--- src/rtl/mbe_pkg.sv ---
// ----------------------------------------------------------------------------
// mbe_pkg
// Shared types, constants and helper functions of the escape-time iterator.
// ----------------------------------------------------------------------------
package mbe_pkg;

    // Number format and iteration counter
    localparam int FRAC_BITS = 56;
    localparam int ITER_BITS = 16;
    localparam int ZW        = 64;
    localparam int HW        = ZW / 2;
    localparam int PW        = 2 * ZW;
    localparam int CNT_W     = ITER_BITS + 1;
    localparam int CFG_W     = 16;

    typedef logic signed [ZW-1:0]    z_t;
    typedef logic        [ZW-1:0]    mag_t;
    typedef logic        [HW-1:0]    half_t;
    typedef logic        [ZW-1:0]    pp_t;
    typedef logic signed [PW-1:0]    wide_t;
    typedef logic        [PW-1:0]    uwide_t;
    typedef logic        [ITER_BITS-1:0] lim_t;
    typedef logic        [CNT_W-1:0] cnt_t;
    typedef logic        [CFG_W-1:0] cfg_t;

    // Escape radius squared: 16.0 in the product format Q.2F
    localparam uwide_t RADIUS = uwide_t'(1) << (4 + 2 * FRAC_BITS);

    // Register file
    localparam int ADDR_W = 3;
    localparam int DATA_W = 32;
    typedef logic [ADDR_W-3:0] reg_idx_t;
    localparam reg_idx_t REG_MAX_ITER   = reg_idx_t'(0);
    localparam cfg_t     MAX_ITER_RESET = cfg_t'(255);

    // Multiply sequencer: three products, four partial products each
    localparam int MUL_PARTS = 4;
    typedef logic [3:0] stp_t;
    typedef logic [1:0] prod_t;
    localparam prod_t PROD_RR = 2'd0;
    localparam prod_t PROD_II = 2'd1;
    localparam prod_t PROD_RI = 2'd2;
    localparam stp_t  STP_ISSUE_END = stp_t'(3 * MUL_PARTS);
    localparam stp_t  STP_RR_DONE   = stp_t'(MUL_PARTS + 1);
    localparam stp_t  STP_II_DONE   = stp_t'(2 * MUL_PARTS + 1);
    localparam stp_t  STP_RI_DONE   = stp_t'(3 * MUL_PARTS + 1);

    typedef enum logic [2:0] {
        ST_IDLE,
        ST_MAG,
        ST_MUL,
        ST_EVAL,
        ST_UPDATE,
        ST_FIN
    } state_t;

    // Control of the multiply-accumulate unit
    typedef struct packed {
        logic       issue;
        logic       first;
        logic [1:0] shift;
    } mac_ctrl_t;

    // Finished result of one item
    typedef struct packed {
        cnt_t count;
        logic flag;
    } res_t;

    // Magnitude of a two's complement value
    function automatic mag_t mag64(input z_t v);
        mag_t r;
        r = v[ZW-1] ? (~mag_t'(v) + mag_t'(1)) : mag_t'(v);
        return r;
    endfunction

    // Clamp a wide value to the 64-bit range
    function automatic z_t sat64(input wide_t v);
        z_t r;
        if ((&v[PW-1:ZW-1]) || !(|v[PW-1:ZW-1]))
            r = v[ZW-1:0];
        else if (v[PW-1])
            r = {1'b1, {(ZW-1){1'b0}}};
        else
            r = {1'b0, {(ZW-1){1'b1}}};
        return r;
    endfunction

endpackage

--- src/rtl/mbe_regs.sv ---
// ----------------------------------------------------------------------------
// mbe_regs
// APB register file holding the iteration limit.
// ----------------------------------------------------------------------------
module mbe_regs (
    input  logic                         clk,
    input  logic                         rst_n,
    input  logic                         psel,
    input  logic                         penable,
    input  logic                         pwrite,
    input  logic [mbe_pkg::ADDR_W-1:0]   paddr,
    input  logic [mbe_pkg::DATA_W-1:0]   pwdata,
    output logic [mbe_pkg::DATA_W-1:0]   prdata,
    output logic                         pready,
    output mbe_pkg::cfg_t                iter_limit
);

    mbe_pkg::cfg_t     max_iter_reg;
    mbe_pkg::reg_idx_t idx;
    logic              wr_en;

    assign pready = 1'b1;
    assign idx    = paddr[mbe_pkg::ADDR_W-1:2];
    assign wr_en  = psel && penable && pwrite;

    // Write the limit register
    always_ff @(posedge clk or negedge rst_n)
    begin
        if (!rst_n)
        begin
            max_iter_reg <= mbe_pkg::MAX_ITER_RESET;
        end
        else if (wr_en)
        begin
            unique case (idx)
                mbe_pkg::REG_MAX_ITER: max_iter_reg <= pwdata[mbe_pkg::CFG_W-1:0];
                default: ;
            endcase
        end
    end

    // Read back
    always_comb
    begin
        unique case (idx)
            mbe_pkg::REG_MAX_ITER: prdata = mbe_pkg::DATA_W'(max_iter_reg);
            default:               prdata = '0;
        endcase
    end

    assign iter_limit = max_iter_reg;

endmodule

--- config.mk ---
export PLATFORM = sky130hd
export DESIGN_NAME = mbe_regs
export DESIGN_NICKNAME = d
export VERILOG_FILES = /design/src/rtl/mbe_pkg.sv /design/src/rtl/mbe_regs.sv
export SDC_FILE = /design/constraint.sdc
export NUM_CORES = 1
export LEC_CHECK = 0
export ABC_AREA = 1
export BUFFER_PORTS_ARGS = -buffer_cell sky130_fd_sc_hd__buf_2
export CAP_MARGIN = 20
export CORE_ASPECT_RATIO = 1.2
export CORE_UTILIZATION = 38
export CTS_BUF_LIST = sky130_fd_sc_hd__clkbuf_8
export DETAILED_ROUTE_END_ITERATION = 8
export GPL_TIMING_DRIVEN = 0
export HOLD_SLACK_MARGIN = 0.1
export MAX_ROUTING_LAYER = met4
export PLACE_DENSITY = 0.86
export RECOVER_POWER = 50
export SLEW_MARGIN = 15
export SYNTH_ARGS = -nofsm -noshare
export SYNTH_HDL_FRONTEND = slang
export SYNTH_SLANG_ARGS = --single-unit
export TNS_END_PERCENT = 10
--- constraint.sdc ---
create_clock -name clk -period 0.9 [get_ports clk]
set_input_delay 0.18 -clock clk [delete_from_list [all_inputs] [get_ports clk]]
set_output_delay 0.18 -clock clk [all_outputs]
set_load 0.02 [all_outputs]
==> out/qor.yml <==
run_status:
  status: "complete, but fails checks"
  violations: "negative setup slack"
logic_synthesis:
  yosysUniqueCellTypes: 13
  synth_area_um2: 948.4
  synth_area_per_cell_um2: 7.587
  synthCells: 125
  ys_seq_area_share_pct: 43.27
  yosys_warnings: 0
  synth-seq-cells: 16
route:
  routed_wl_um: 2268
  firstDrtPassIters: 4
  wl_per_cell_um: 9.904
  drt-vias-per-instance: 4.153
  vias: 951
  route.detailed.drc: 0
  first_iter_violations: 21
  drtAntennaViolNets: 0
clocking:
  cts_buffers: 3
  htree_levels: 1
  cts_tree: "done"
  cts.reportedPaths.clkPinSlew_ns: 0.06
  insertion_delay_ns: 0.24
  cts_max_path_buffers: 2
  cts_root_buf: "clkbuf_8"
  numClockSinks: 16
sta:
  hold_viol: 0
  rsz0062_at_grt: "true"
  setup-tns-final_ns: -6.012
  drv_slew: 0
  min_period_ns: 1.218
  finalSetupViolCount: 32
  fmax_mhz: 820.9
  fin_crit_sh_pct: 135.4
  skew_ns: 0
  layout_setup_ws_ns: -0.3182
worst_setup_path:
  critPathLaunchType: "register"
  crit_fanout: 3
  arrival_ns: 1.04
  endpoint_kind: "output port"
  critPathKind: "register to output port"
  required_ns: 0.72
power:
  powerDensity_mw_per_mm2: 1756
  leakagePower_nw: 0.9042
  ir_drop_mv: 0.9409
grt:
  grt_max_degree: 17
  grt_pass1_vias: 821
  grtUsageTotal_pct: 18.00
  antenna_found_initial: 0
  grt_pass1_wl_um: 3401
  globalRouteOverflowTotal: 0
run:
  maxCapViolations: 0
die:
  std_cell_rows: 19
  io_pins: 89
  initial_utilization_pct: 40.71
  fp.coreArea_mm2: 0.002330
  die_x_um: 47.61
  dieHeight_um: 56.73
  dieArea_mm2: 0.002700
place:
  gp_congestion: 0.6946
  io_buffers: 52
  place_area_mm2: 0.001391
  hpwl_um: 1632
final_layout:
  fin_nets: 239
  area.growth.synth_to_final_pct: 66.36
  num_antenna_cells: 0
  design_area_mm2: 0.001578
  largest_reg_flops: 16
  drive_gt1_share_pct: 57.07
worst_hold_path:
  hold_class: "input port to register"
final timing paths:
check | from | endpoint | slack, ns | depth (start not counted)
worst min-delay path | pwdata[2] | iter_limit[2] | 0.15 | 3
worst min register to register | iter_limit[3] | iter_limit[3] | 0.48 | 2
max in group asynchronous | rst_n | iter_limit[3] | 0.19 | 2
min in group asynchronous | rst_n | iter_limit[14] | 0.39 | 2
worst max register to register | iter_limit[5] | iter_limit[5] | 0.07 | 3
worst max-delay path | iter_limit[3] | prdata[3] | -0.32 | 3
through the flow:
step | cells | power, W | worst slack (ns) | hold WS (ns) | util, %
3_3_place_gp | 223 | 0.002030 | -0.1313 | 0.09970 | 59.72
5_1_grt | 229 | 0.002946 | -0.3554 | 0.1672 | 67.72
3_5_place_dp | 223 | 0.002051 | -0.1362 | 0.1018 | 59.72
2_1_floorplan | 140 | 0.001737 | -0.07519 | -0.1156 | -
4_1_cts | 229 | 0.002748 | -0.3091 | 0.1486 | 66.76
6_report | 229 | 0.002771 | -0.3182 | 0.1542 | 67.72
repair_timing:
item                                    CTS  global route
buffers inserted                          1             0
gates resized for setup                  44             7
cloned                                    0             0
endpoints found under the setup margin   32            32
hold buffers                              1             0
endpoints found under the hold margin     8             0
synthesized netlist by cell type, drive strengths merged:
library cell / number / area (µm²)
buf: 22 / 167.7
conb: 2 / 7.510
dfrtp: 8 / 200.2
dfstp: 8 / 210.2
inv: 18 / 67.56
nand2: 34 / 135.1
nand3: 16 / 80.08
nor2: 17 / 80.08
power by group:
| part | switching, W | internal, W |
|---|---|---|
| registers | 0.000122 | 0.000908 |
| clock network | 0.000218 | 0.000301 |
| logic | 0.000708 | 0.000514 |
| total | 0.00105 | 0.00172 |
logic make-up (layout without fill, tap and decap cells):
family                 count (synthesis)  in the layout  share of synthesized area [%]
other                                  2             17                         0.7919
DFF                                   16             16                          43.27
buffers and inverters                 40             98                          24.80
and+or+nand+nor                       67             67                          31.14
cell usage in the layout, fill, tap and decap left out:
cell           synthesis  routed
buf_2                  2      27
buf_4                 18      27
buf_6                  2      19
clkbuf_2               0       2
clkbuf_8               0       3
conb_1                 2      17
dfrtp_1                8       8
dfstp_2                8       8
dlygate4sd3_1          0       1
inv_1                 17       8
inv_2                  1      11
nand2_1               33      33
nand2_4                1       1
nand3_1               16      16
nor2_1                16       2
nor2_2                 0       4
nor2_4                 0      10
nor2_8                 1       1
final cells by class:
| type | instances | area, µm² |
|---|---|---|
| Clock inverter | 1 | 3.754 |
| Clock buffer | 3 | 41.29 |
| Multi-Input combinational cell | 84 | 444.2 |
| Fill cell | 205 | 752.0 |
| Tap cell | 31 | 38.79 |
| Buffer | 22 | 170.2 |
| Inverter | 18 | 67.56 |
| Timing Repair Buffer | 54 | 401.6 |
| Sequential cell | 16 | 410.4 |
critical path, cell delays in order, from the launching register on:
cell	delay (ns)
dfstp_2	0.55
inv_2	0.05
nor2_4	0.08
buf_6	0.12
layer usage:
layer	wire, µm	up-vias	part of all wire (%)	track usage, %
li1	-	485	-	-
met1	824	411	36	18.66
met2	1182	51	52	30.72
met3	228	4	10	4.180
met4	32	0	1.4	7.937
met5	0	-	0	-
Power figures use the tool's default switching activity.
